`config.mk`:
```
export PLATFORM = sky130hd
export DESIGN_NAME = newton_inverse_sqrt_root_top
export DESIGN_NICKNAME = d
export VERILOG_FILES = /design/src/rtl/core/nrsqrt_pkg.sv /design/src/rtl/core/newton_inverse_sqrt_root_top.sv /design/src/rtl/core/nrsqrt_ctrl.sv /design/src/rtl/core/nrsqrt_dp.sv
export SDC_FILE = /design/constraint.sdc
export NUM_CORES = 2
export LEC_CHECK = 0
export ABC_AREA = 1
export BUFFER_PORTS_ARGS = -buffer_cell sky130_fd_sc_hd__buf_2
export CORE_ASPECT_RATIO = 1.5
export CORE_MARGIN = 2
export CORE_UTILIZATION = 40
export DETAILED_ROUTE_END_ITERATION = 7
export PLACE_DENSITY = 0.65
export SKIP_CTS_REPAIR_TIMING = 1
export SYNTH_ARGS = -nofsm -noshare
export SYNTH_HDL_FRONTEND = slang
export SYNTH_SLANG_ARGS = --single-unit
```
`constraint.sdc`:
```
create_clock -name clk -period 10.9 [get_ports clk]
set_input_delay 1.635 -clock clk [delete_from_list [all_inputs] [get_ports clk]]
set_output_delay 1.635 -clock clk [all_outputs]
set_load 0.02 [all_outputs]
```
`src/rtl/core/nrsqrt_pkg.sv`:
```
package nrsqrt_pkg;

  // field and register widths
  localparam int X_W     = 24;   // x, unsigned Q2.22
  localparam int ROOT_W  = 23;   // root, unsigned Q1.22
  localparam int STEP_W  = 12;
  localparam int GUESS_W = 32;   // guess, signed Q12.20
  localparam int GUESS_IN_W = 24;
  localparam int THR_W   = 22;
  localparam int CFG_W   = 24;
  localparam int IDX_W   = 2;

  // datapath widths
  localparam int MUL_W  = 32;            // shared multiplier operand width
  localparam int PROD_W = 2 * MUL_W;
  localparam int G2_W   = 42;            // |g|^2 >> 20
  localparam int G3_W   = 53;            // g2*|g| >> 20
  localparam int XG3_W  = 55;            // g3*x >> 22
  localparam int P_W    = 46;            // g2*x >> 20
  localparam int ACC_W  = 77;            // widest full product (g3*x)
  localparam int DIFF_W = 57;            // 3g - xg3
  localparam int RMAG_W = 35;            // x*|g| >> 20
  localparam int G_FRAC = 20;
  localparam int X_FRAC = 22;

  // register indexes
  localparam logic [IDX_W-1:0] REG_GUESS  = 2'd0;
  localparam logic [IDX_W-1:0] REG_THRESH = 2'd1;
  localparam logic [IDX_W-1:0] REG_LIMIT  = 2'd2;

  localparam logic [CFG_W-1:0] GUESS_RST  = 24'd1048576;
  localparam logic [THR_W-1:0] THRESH_RST = 22'd42;
  localparam logic [STEP_W-1:0] LIMIT_RST = 12'd1024;

  typedef enum logic [3:0] {
    MUL_NONE,
    MUL_G2,
    MUL_P_LO,
    MUL_P_HI,
    MUL_G3_LO,
    MUL_G3_HI,
    MUL_XG3_LO,
    MUL_XG3_HI,
    MUL_ROOT
  } mul_op_t;

  typedef enum logic [2:0] {
    SAVE_NONE,
    SAVE_G2,
    SAVE_ERR,
    SAVE_G3,
    SAVE_GUESS,
    SAVE_ROOT
  } save_op_t;

  typedef enum logic [1:0] {
    ACC_HOLD,
    ACC_SET,
    ACC_ADD_HI
  } acc_mode_t;

  typedef enum logic [4:0] {
    ST_IDLE,
    ST_G2_MUL, ST_G2_WAIT, ST_G2_SAVE,
    ST_P_LO, ST_P_HI, ST_P_WAIT, ST_P_SAVE,
    ST_CHECK,
    ST_G3_LO, ST_G3_HI, ST_G3_WAIT, ST_G3_SAVE,
    ST_X_LO, ST_X_HI, ST_X_WAIT, ST_X_SAVE,
    ST_R_MUL, ST_R_WAIT, ST_R_SAVE,
    ST_FINISH
  } state_t;

  typedef struct packed {
    logic     load;
    mul_op_t  mul_op;
    save_op_t save_op;
  } cmd_t;

  typedef struct packed {
    logic err_ok;
    logic limit_hit;
  } stat_t;

  typedef struct packed {
    logic [CFG_W-1:0]  guess;
    logic [THR_W-1:0]  thresh;
    logic [STEP_W-1:0] limit;
  } cfg_t;

  typedef struct packed {
    logic [ROOT_W-1:0] root;
    logic              converged;
    logic [STEP_W-1:0] steps;
    logic              last;
  } result_t;

endpackage

```
`src/rtl/core/newton_inverse_sqrt_root_top.sv`:
```
// Square root by Newton iteration on the inverse root, fixed point.
// Input stream (s_axis): one word per value, x in unsigned Q2.22, tlast
// passed through to the matching result. Output stream (m_axis): one word
// per input word, in order: root in Q1.22, step count, and tuser = converged
// (0 when the iteration limit stopped the loop).
// Configuration: cfg_we/cfg_index/cfg_data write initial guess (Q4.20),
// error threshold (Q0.22) and iteration limit; write only while idle.
// One value is worked on at a time on a single shared 32x32 multiplier;
// the products with g2 or g3 as an operand are built from two partial products.
// From accept to result valid the block runs the initial error test, then
// for each Newton step taken a new guess and a fresh error test, then the
// root and the hand-over to the output register.
// A new word can be accepted in the cycle after the previous result is loaded
// into the output register, so no word is taken while one is being worked on.
// The output register holds a result while m_axis_tready is low; the next
// value is then worked on in full and waits in its final state until the
// register frees up.
// Reset (rst, synchronous) returns the controller to idle, drops the output
// word and restores guess 1.0, threshold 42 and limit 1024.
module newton_inverse_sqrt_root_top (
  input  logic        clk,
  input  logic        rst,
  // config port
  input  logic        cfg_we,
  input  logic [1:0]  cfg_index,
  input  logic [23:0] cfg_data,
  // input stream
  input  logic        s_axis_tvalid,
  output logic        s_axis_tready,
  input  logic [23:0] s_axis_tdata,   // [23:0] x_value
  input  logic        s_axis_tlast,   // last_in
  // output stream
  output logic        m_axis_tvalid,
  input  logic        m_axis_tready,
  output logic [39:0] m_axis_tdata,   // [22:0] root_value, [34:23] step_count, rest zero
  output logic        m_axis_tuser,   // converged
  output logic        m_axis_tlast    // last_out
);
  import nrsqrt_pkg::*;

  cfg_t    cfg;
  cmd_t    cmd;
  stat_t   stat;
  result_t result;
  result_t out_word;
  logic    out_valid;
  logic    done;
  logic    out_free;

  // config registers; an index past the list is ignored
  always_ff @(posedge clk) begin
    if (rst) begin
      cfg.guess  <= GUESS_RST;
      cfg.thresh <= THRESH_RST;
      cfg.limit  <= LIMIT_RST;
    end else if (cfg_we) begin
      unique case (cfg_index)
        REG_GUESS:  cfg.guess  <= cfg_data;
        REG_THRESH: cfg.thresh <= cfg_data[THR_W-1:0];
        REG_LIMIT:  cfg.limit  <= cfg_data[STEP_W-1:0];
        default:    ;
      endcase
    end
  end

  assign out_free = !out_valid || m_axis_tready;

  nrsqrt_ctrl u_ctrl (
    .clk      (clk),
    .rst      (rst),
    .in_valid (s_axis_tvalid),
    .out_free (out_free),
    .stat     (stat),
    .in_ready (s_axis_tready),
    .cmd      (cmd),
    .done     (done)
  );

  nrsqrt_dp u_dp (
    .clk     (clk),
    .rst     (rst),
    .cmd     (cmd),
    .cfg     (cfg),
    .x_in    (s_axis_tdata),
    .last_in (s_axis_tlast),
    .stat    (stat),
    .result  (result)
  );

  // output register: loaded on done, cleared once the word is taken
  always_ff @(posedge clk) begin
    if (rst) begin
      out_valid <= 1'b0;
    end else if (done) begin
      out_valid <= 1'b1;
    end else if (m_axis_tready) begin
      out_valid <= 1'b0;
    end
  end

  always_ff @(posedge clk) begin
    if (done) begin
      out_word <= result;
    end
  end

  assign m_axis_tvalid = out_valid;
  assign m_axis_tdata  = {5'b0, out_word.steps, out_word.root};
  assign m_axis_tuser  = out_word.converged;
  assign m_axis_tlast  = out_word.last;

endmodule

```
`src/rtl/core/nrsqrt_ctrl.sv`:
```
module nrsqrt_ctrl (
  input  logic                clk,
  input  logic                rst,
  input  logic                in_valid,
  input  logic                out_free,
  input  nrsqrt_pkg::stat_t   stat,
  output logic                in_ready,
  output nrsqrt_pkg::cmd_t    cmd,
  output logic                done
);
  import nrsqrt_pkg::*;

  state_t state, state_next;

  always_ff @(posedge clk) begin
    if (rst) begin
      state <= ST_IDLE;
    end else begin
      state <= state_next;
    end
  end

  always_comb begin
    state_next  = state;
    in_ready    = 1'b0;
    done        = 1'b0;
    cmd.load    = 1'b0;
    cmd.mul_op  = MUL_NONE;
    cmd.save_op = SAVE_NONE;
    unique case (state)
      ST_IDLE: begin
        in_ready = 1'b1;
        if (in_valid) begin
          cmd.load   = 1'b1;
          state_next = ST_G2_MUL;
        end
      end
      // g2 = g*g
      ST_G2_MUL: begin
        cmd.mul_op = MUL_G2;
        state_next = ST_G2_WAIT;
      end
      ST_G2_WAIT: state_next = ST_G2_SAVE;
      ST_G2_SAVE: begin
        cmd.save_op = SAVE_G2;
        state_next  = ST_P_LO;
      end
      // p = g2*x, then error test
      ST_P_LO: begin
        cmd.mul_op = MUL_P_LO;
        state_next = ST_P_HI;
      end
      ST_P_HI: begin
        cmd.mul_op = MUL_P_HI;
        state_next = ST_P_WAIT;
      end
      ST_P_WAIT: state_next = ST_P_SAVE;
      ST_P_SAVE: begin
        cmd.save_op = SAVE_ERR;
        state_next  = ST_CHECK;
      end
      ST_CHECK: begin
        if (stat.err_ok || stat.limit_hit) begin
          state_next = ST_R_MUL;
        end else begin
          state_next = ST_G3_LO;
        end
      end
      // g3 = g2*g
      ST_G3_LO: begin
        cmd.mul_op = MUL_G3_LO;
        state_next = ST_G3_HI;
      end
      ST_G3_HI: begin
        cmd.mul_op = MUL_G3_HI;
        state_next = ST_G3_WAIT;
      end
      ST_G3_WAIT: state_next = ST_G3_SAVE;
      ST_G3_SAVE: begin
        cmd.save_op = SAVE_G3;
        state_next  = ST_X_LO;
      end
      // xg3 = g3*x, then new guess
      ST_X_LO: begin
        cmd.mul_op = MUL_XG3_LO;
        state_next = ST_X_HI;
      end
      ST_X_HI: begin
        cmd.mul_op = MUL_XG3_HI;
        state_next = ST_X_WAIT;
      end
      ST_X_WAIT: state_next = ST_X_SAVE;
      ST_X_SAVE: begin
        cmd.save_op = SAVE_GUESS;
        state_next  = ST_G2_MUL;
      end
      // root = x*g
      ST_R_MUL: begin
        cmd.mul_op = MUL_ROOT;
        state_next = ST_R_WAIT;
      end
      ST_R_WAIT: state_next = ST_R_SAVE;
      ST_R_SAVE: begin
        cmd.save_op = SAVE_ROOT;
        state_next  = ST_FINISH;
      end
      ST_FINISH: begin
        if (out_free) begin
          done       = 1'b1;
          state_next = ST_IDLE;
        end
      end
      default: state_next = ST_IDLE;
    endcase
  end

endmodule

```
`src/rtl/core/nrsqrt_dp.sv`:
```
module nrsqrt_dp (
  input  logic                          clk,
  input  logic                          rst,
  input  nrsqrt_pkg::cmd_t              cmd,
  input  nrsqrt_pkg::cfg_t              cfg,
  input  logic [nrsqrt_pkg::X_W-1:0]    x_in,
  input  logic                          last_in,
  output nrsqrt_pkg::stat_t             stat,
  output nrsqrt_pkg::result_t           result
);
  import nrsqrt_pkg::*;

  localparam logic signed [DIFF_W-1:0] GMAX =
    DIFF_W'((64'd1 << (GUESS_W - 1)) - 64'd1);
  localparam logic [P_W-1:0] ONE_Q22 = P_W'(64'd1 << X_FRAC);
  localparam logic [ROOT_W-1:0] ROOT_MAX = '1;

  logic [X_W-1:0]          x;
  logic                    last;
  logic signed [GUESS_W-1:0] g;
  logic [G2_W-1:0]         g2;
  logic [G3_W-1:0]         g3;
  logic [STEP_W-1:0]       steps;
  logic                    err_ok;
  logic [ROOT_W-1:0]       root;

  logic [PROD_W-1:0]       prod;
  acc_mode_t               acc_mode;
  logic [ACC_W-1:0]        acc;

  logic [MUL_W-1:0]        mul_a, mul_b;
  acc_mode_t               mode_issue;
  logic [GUESS_W-1:0]      g_mag;

  logic [P_W-1:0]          p, err;
  logic [XG3_W-1:0]        xg3_mag;
  logic signed [DIFF_W-1:0] g_ext, tri_g, xg3_s, diff, half;
  logic signed [GUESS_W-1:0] g_new;
  logic [RMAG_W-1:0]       root_mag;
  logic [ROOT_W-1:0]       root_new;

  assign g_mag = g[GUESS_W-1] ? (~g + GUESS_W'(1)) : g;

  // operand select for the shared 32x32 multiplier
  always_comb begin
    mul_a      = '0;
    mul_b      = '0;
    mode_issue = ACC_SET;
    unique case (cmd.mul_op)
      MUL_NONE:   mode_issue = ACC_HOLD;
      MUL_G2:     begin mul_a = g_mag; mul_b = g_mag; end
      MUL_P_LO:   begin mul_a = g2[MUL_W-1:0]; mul_b = MUL_W'(x); end
      MUL_P_HI: begin
        mul_a      = MUL_W'(g2[G2_W-1:MUL_W]);
        mul_b      = MUL_W'(x);
        mode_issue = ACC_ADD_HI;
      end
      MUL_G3_LO:  begin mul_a = g2[MUL_W-1:0]; mul_b = g_mag; end
      MUL_G3_HI: begin
        mul_a      = MUL_W'(g2[G2_W-1:MUL_W]);
        mul_b      = g_mag;
        mode_issue = ACC_ADD_HI;
      end
      MUL_XG3_LO: begin mul_a = g3[MUL_W-1:0]; mul_b = MUL_W'(x); end
      MUL_XG3_HI: begin
        mul_a      = MUL_W'(g3[G3_W-1:MUL_W]);
        mul_b      = MUL_W'(x);
        mode_issue = ACC_ADD_HI;
      end
      MUL_ROOT:   begin mul_a = MUL_W'(x); mul_b = g_mag; end
      default:    mode_issue = ACC_HOLD;
    endcase
  end

  // error |g2*x - 1| in Q.22
  assign p   = acc[P_W+G_FRAC-1:G_FRAC];
  assign err = (p >= ONE_Q22) ? (p - ONE_Q22) : (ONE_Q22 - p);

  // next guess (3g - xg3)/2, halved toward zero, saturated
  assign xg3_mag = acc[XG3_W+X_FRAC-1:X_FRAC];
  assign g_ext   = DIFF_W'(g);
  assign tri_g   = g_ext + (g_ext <<< 1);
  assign xg3_s   = g[GUESS_W-1] ? -$signed({2'b00, xg3_mag}) : $signed({2'b00, xg3_mag});
  assign diff    = tri_g - xg3_s;
  assign half    = (diff + $signed(DIFF_W'(diff[DIFF_W-1]))) >>> 1;

  always_comb begin
    if (half > GMAX) begin
      g_new = GUESS_W'(GMAX);
    end else if (half < -GMAX) begin
      g_new = GUESS_W'(-GMAX);
    end else begin
      g_new = half[GUESS_W-1:0];
    end
  end

  // root x*g, negative clamps to zero, large saturates
  assign root_mag = acc[RMAG_W+G_FRAC-1:G_FRAC];
  always_comb begin
    if (g[GUESS_W-1]) begin
      root_new = '0;
    end else if (|root_mag[RMAG_W-1:ROOT_W]) begin
      root_new = ROOT_MAX;
    end else begin
      root_new = root_mag[ROOT_W-1:0];
    end
  end

  always_ff @(posedge clk) begin
    if (rst) begin
      acc_mode <= ACC_HOLD;
    end else begin
      acc_mode <= mode_issue;
    end
  end

  always_ff @(posedge clk) begin
    prod <= PROD_W'(mul_a) * PROD_W'(mul_b);
    unique case (acc_mode)
      ACC_SET:    acc <= ACC_W'(prod);
      ACC_ADD_HI: acc <= acc + (ACC_W'(prod) << MUL_W);
      default:    acc <= acc;
    endcase
  end

  always_ff @(posedge clk) begin
    if (cmd.load) begin
      x     <= x_in;
      last  <= last_in;
      g     <= GUESS_W'(cfg.guess);
      steps <= '0;
    end
    unique case (cmd.save_op)
      SAVE_G2:    g2 <= acc[G2_W+G_FRAC-1:G_FRAC];
      SAVE_ERR:   err_ok <= (err <= P_W'(cfg.thresh));
      SAVE_G3:    g3 <= acc[G3_W+G_FRAC-1:G_FRAC];
      SAVE_GUESS: begin
        g     <= g_new;
        steps <= steps + STEP_W'(1);
      end
      SAVE_ROOT:  root <= root_new;
      default:    ;
    endcase
  end

  assign stat.err_ok    = err_ok;
  assign stat.limit_hit = (steps >= cfg.limit);

  assign result.root      = root;
  assign result.converged = err_ok;
  assign result.steps     = steps;
  assign result.last      = last;

endmodule

```
==> results.md <==
Hold path:
- Counting instances, the worst hold path has a depth of 0.
- The start point of the worst hold path is u_dp.root[6]$_SDFFCE_PP0N_.
- In this run the worst hold path is classified as reg -> reg.
- The endpoint of the worst hold path is m_axis_tdata[6]$_DFFE_PP_.

Yosys:
- Counting instances in the post-synthesis netlist gives the leading cell types as sky130_fd_sc_hd__inv_1, sky130_fd_sc_hd__nand2_1, sky130_fd_sc_hd__nor2_1, sky130_fd_sc_hd__fa_1, sky130_fd_sc_hd__ha_1.
- Yosys mapped a number of flops with a built-in enable equal to 282.
- After synthesis, the largest family of logic cells by area is adder cells.
- The synthesized netlist devotes under 10% of its cell area to XOR and XNOR gates.
- In the synthesized netlist, mux cells make up 0% of the area.
- Counting flops with an async set or reset pin after synthesis yields a share of 0%.
- The area share of the largest cell type after synthesis is a little under 30%.
- The most repeated cell in the gate-level netlist after synthesis is sky130_fd_sc_hd__inv_1.
- The unique cell type count in the Yosys netlist is 68.
- For this run, the leading register cell type out of synthesis is sky130_fd_sc_hd__edfxtp_1.
- The cell area after synthesis is around 62000 um2.
- The cell count after synthesis is just over 8000.
- Averaged over all synthesized cells, the footprint is 7.73 um2.
- The cell taking the most area after synthesis is sky130_fd_sc_hd__fa_1.
- The compound-gate portion of the synthesized area is ~7.1%.
- The number of warnings issued by yosys is 0.
- The fraction of the mapped netlist area in adder cells is between 30 and 40%.
- After synthesis, the cell types taking the most area are sky130_fd_sc_hd__fa_1, sky130_fd_sc_hd__edfxtp_1, sky130_fd_sc_hd__inv_1, sky130_fd_sc_hd__nand2_1, sky130_fd_sc_hd__ha_1.
- After Yosys synthesis, and, or, nand and nor cells account for 20.8% of the synthesized area.
- Summing the sequential cell areas from Yosys gives 17.7% of the chip area.
- The register bit total from synthesis is between 400 and 500.

Layout:
- The final-layout fill cell count is between 15000 and 20000.
- After the last flow step, the layout net total stands at roughly 9600.
- Compared with the post-synthesis result, the final layout area differs by 8.15%.
- In the final layout, the share of cells above drive strength 1 is between 6 and 7%.
- After routing the design area is a little under 70000 um2.

Place:
- The congestion estimate from routability-driven global placement came to 1.01.
- The number of port buffers is 94.
- After detailed placement, the total cell area comes to around 66000 um2.
- The post-detailed-placement half-perimeter wirelength is between 150000 and 200000 um.

STA:
- The upper clock frequency limit is 97.0 MHz.
- The max-slew violation count is 0.
- Subtracting the final worst setup slack from the clock period gives between 10 and 15 ns.
- For the final database, setup skew stands at roughly 0.025 ns.
- The share of the clock period used by the worst path after layout is a little over nine tenths.
- The max-slew headroom at the worst pin is between 20% and 30%.
- Setup repair after global routing left no endpoint under its margin.
- For the pin with the worst max-slew slack, the measured transition is about 1.1 ns.
- The final hold violation count was 0.
- The total of endpoints with negative setup slack in the final report is 0.
- The accumulated negative setup slack is 0 ns.

Drt:
- The number of search-and-repair iterations in the first detailed-routing pass is 8.
- The final layout contains routed wiring with a total length of 237000 um.
- The count of antenna-violating nets left after detailed routing is 0.
- After detailed routing, the number of remaining DRC violations is 0.
- Summing over every cut layer, the via total after detailed routing is around 53000.
- The final routed wire length divided by cell count is around 23 um.
- The iteration-0 DRC count of the detailed router is roughly 3700.
- Dividing the detail-routed via count by the number of cells gives between 5 and 6.

Floorplanning:
- The die width is approximately 330 um.
- The count of boundary I/O pins is 100.
- The total core area is between 150000 and 200000 um2.
- The starting density of the core is around two fifths.
- The vertical die dimension is 488 um.
- The row count is approximately 180.
- The floorplan die area is about 160000 um2.

Worst setup path:
- The slack of the worst reg-to-reg path is between 0.5 and 0.6 ns.
- The number of cells on the worst reg-to-reg path is 38.
- For the worst setup path, the data required time is 11.39 ns.
- The cell at the slowest stage of the critical path is sky130_fd_sc_hd__fa_1.
- The type of origin of the critical path is a register.
- The start-to-end type of the worst setup path is reg -> reg.
- The kind of capture point of the worst setup path is a register.
- The capturing point of the worst reg2reg path is u_dp.prod[63]$_DFF_P_.
- The launch instance of the worst register-to-register path is u_ctrl.state[4]$_SDFFE_PP0P_.
- Of all nets on the critical path, the largest fanout is 17.
- For this run, the slowest stage of the critical path takes ~0.63 ns.
- For the worst setup path, the data arrival time is roughly 11 ns.

CTS:
- The register clock-pin slew on the reported worst setup and hold paths is ~0.070 ns.
- The number of CTS-inserted buffers is 40.
- The clock insertion delay at the later pin of the skew report is slightly above 0.6 ns.
- The clock passes through at most 3 buffers.
- The H-tree was split into 2 levels.
- The clock drives between 400 and 500 sinks.
- TritonCTS built the clock tree.
- In this run the clock root is driven by a sky130_fd_sc_hd__clkbuf_16.

Pwr:
- The worst ir drop on vdd is ~0.00015 V.
- The analysis attributes to cell leakage a power of roughly 35 nW.
- The total power per unit cell area is between 150 and 200 nW/um2.

Run:
- Across the run, the number of max-cap violations was 0.

Global route:
- The initial antenna violation count is 6.
- The number of global-route vias before repair is 56803.
- Global routing used approximately 30% of the available tracks across all layers.
- Entering global routing, the biggest net connects 64 pins.
- The first global-routing pass estimated 354000 um of wire.
- Summed over all layers, the global routing overflow is 0.

Status:
- The flow ran to the end, and the final reports show no timing, DRC or antenna violations.
worst max-delay path, delay by kind of cell, from the launching register on:
| family | cells | cell delay, ns |
|---|---|---|
| AND/OR/NAND/NOR | 14 | 2.04 |
| buffers and inverters | 10 | 1.76 |
| adder cells (fa/ha/maj) | 9 | 4.51 |
| XOR/XNOR | 1 | 0.14 |
| AO/OA/AOI/OAI | 4 | 1.16 |
| flip-flops | 1 | 0.56 |
flip-flops by register name (all words and copies together) (netlist names):
register	count
cfg	58
m_axis_tdata	35
m_axis_tlast	1
m_axis_tuser	1
m_axis_tvalid	1
u_ctrl.state	5
u_dp.acc	57
u_dp.acc_mode	2
u_dp.err_ok	1
u_dp.g	32
u_dp.g2	42
u_dp.g3	53
u_dp.last	1
u_dp.prod	64
u_dp.root	23
u_dp.steps	12
u_dp.x	24
metrics by stage:
stage / util (%) / std cells / worst slack [ns] / total power [W] / hold WS (ns)
after CTS: 43.5 / 10264 / 0.436 / 0.0107 / 0.415
after detailed placement: 42.7 / 10191 / 0.501 / 0.00915 / 0.405
after global placement: 42.7 / 10191 / 0.520 / 0.00914 / 0.405
after floorplan: - / 8079 / 1.69 / 0.00655 / 0.400
final: 43.6 / 10267 / 0.596 / 0.0107 / 0.416
after global routing: 43.6 / 10265 / 0.0196 / 0.0115 / 0.430
cell type report:
cell class                      count  area, um2  area share [%]
Timing Repair Buffer              288       1950            2.89
Clock inverter                     21        230           0.341
Inverter                         1920       7210            10.7
Sequential cell                   412      11100            16.4
Tap cell                         2058       2570            3.81
Clock buffer                       52       1090            1.62
Antenna cell                        2       5.00         0.00741
Multi-Input combinational cell   5514      43400            64.3
report_power, final:
| part | leakage [nW] | switching, W | internal (W) |
|---|---|---|---|
| sequential | 3.67 | 0.000277 | 0.00188 |
| clock | 0.642 | 0.000677 | 0.000773 |
| combinational | 30.7 | 0.00487 | 0.00223 |
how the worst max path moves through the flow:
stage	end	slack, ns	startpoint	depth (start not counted)
after floorplan	u_dp.prod[57]$_DFF_P_	1.69	u_dp.g[31]$_SDFFCE_PN0P_	45
after global placement	u_dp.prod[60]$_DFF_P_	0.52	u_dp.g[0]$_DFFE_PP_	40
after detailed placement	u_dp.prod[60]$_DFF_P_	0.50	u_dp.g[0]$_DFFE_PP_	41
after CTS	u_dp.prod[60]$_DFF_P_	0.44	u_dp.g[0]$_DFFE_PP_	41
after global routing	u_dp.prod[60]$_DFF_P_	0.02	u_dp.g[1]$_DFFE_PP_	40
final	u_dp.prod[63]$_DFF_P_	0.60	u_ctrl.state[4]$_SDFFE_PP0P_	38
routing by layer:
metal	part of all wire [%]	vias up	global-route usage, %
li1	-	24566	-
met1	35	26311	31.7
met2	52	1935	55.2
met3	4.6	648	2.63
met4	9.2	2	22.4
met5	0.0059	-	0
cell families after synthesis:
group	Yosys count
AOI/OAI and AO/OA	768
xor gates and xnor gates	249
adders and majority gates	1350
buffers and inverters	2153
DFF	412
other	1
and+or+nand+nor	3142
cells in the final DEF (no fill, tap or decap), drive strengths merged, types with 6 or more instances in the layout:
cell type and count:
nand2 1751, dfxtp 130, a22oi 17, fa 899
edfxtp 282, nor4 14, nor3 56, o211ai 8
o31ai 7, o221ai 6, a221oi 14, nor2 980
a21oi 334, nand3 221, buf 288, a211oi 6
clkbuf 52, a21o 9, xnor2 51, o21bai 9
a31oi 43, o22ai 13, or2 27, and3 6
nand4 71, a22o 12, nand3b 9, inv 1899
xor2 198, o21ai 247, clkinv 35, o21a 16
ha 451
(Power assumes the default switching activity.)
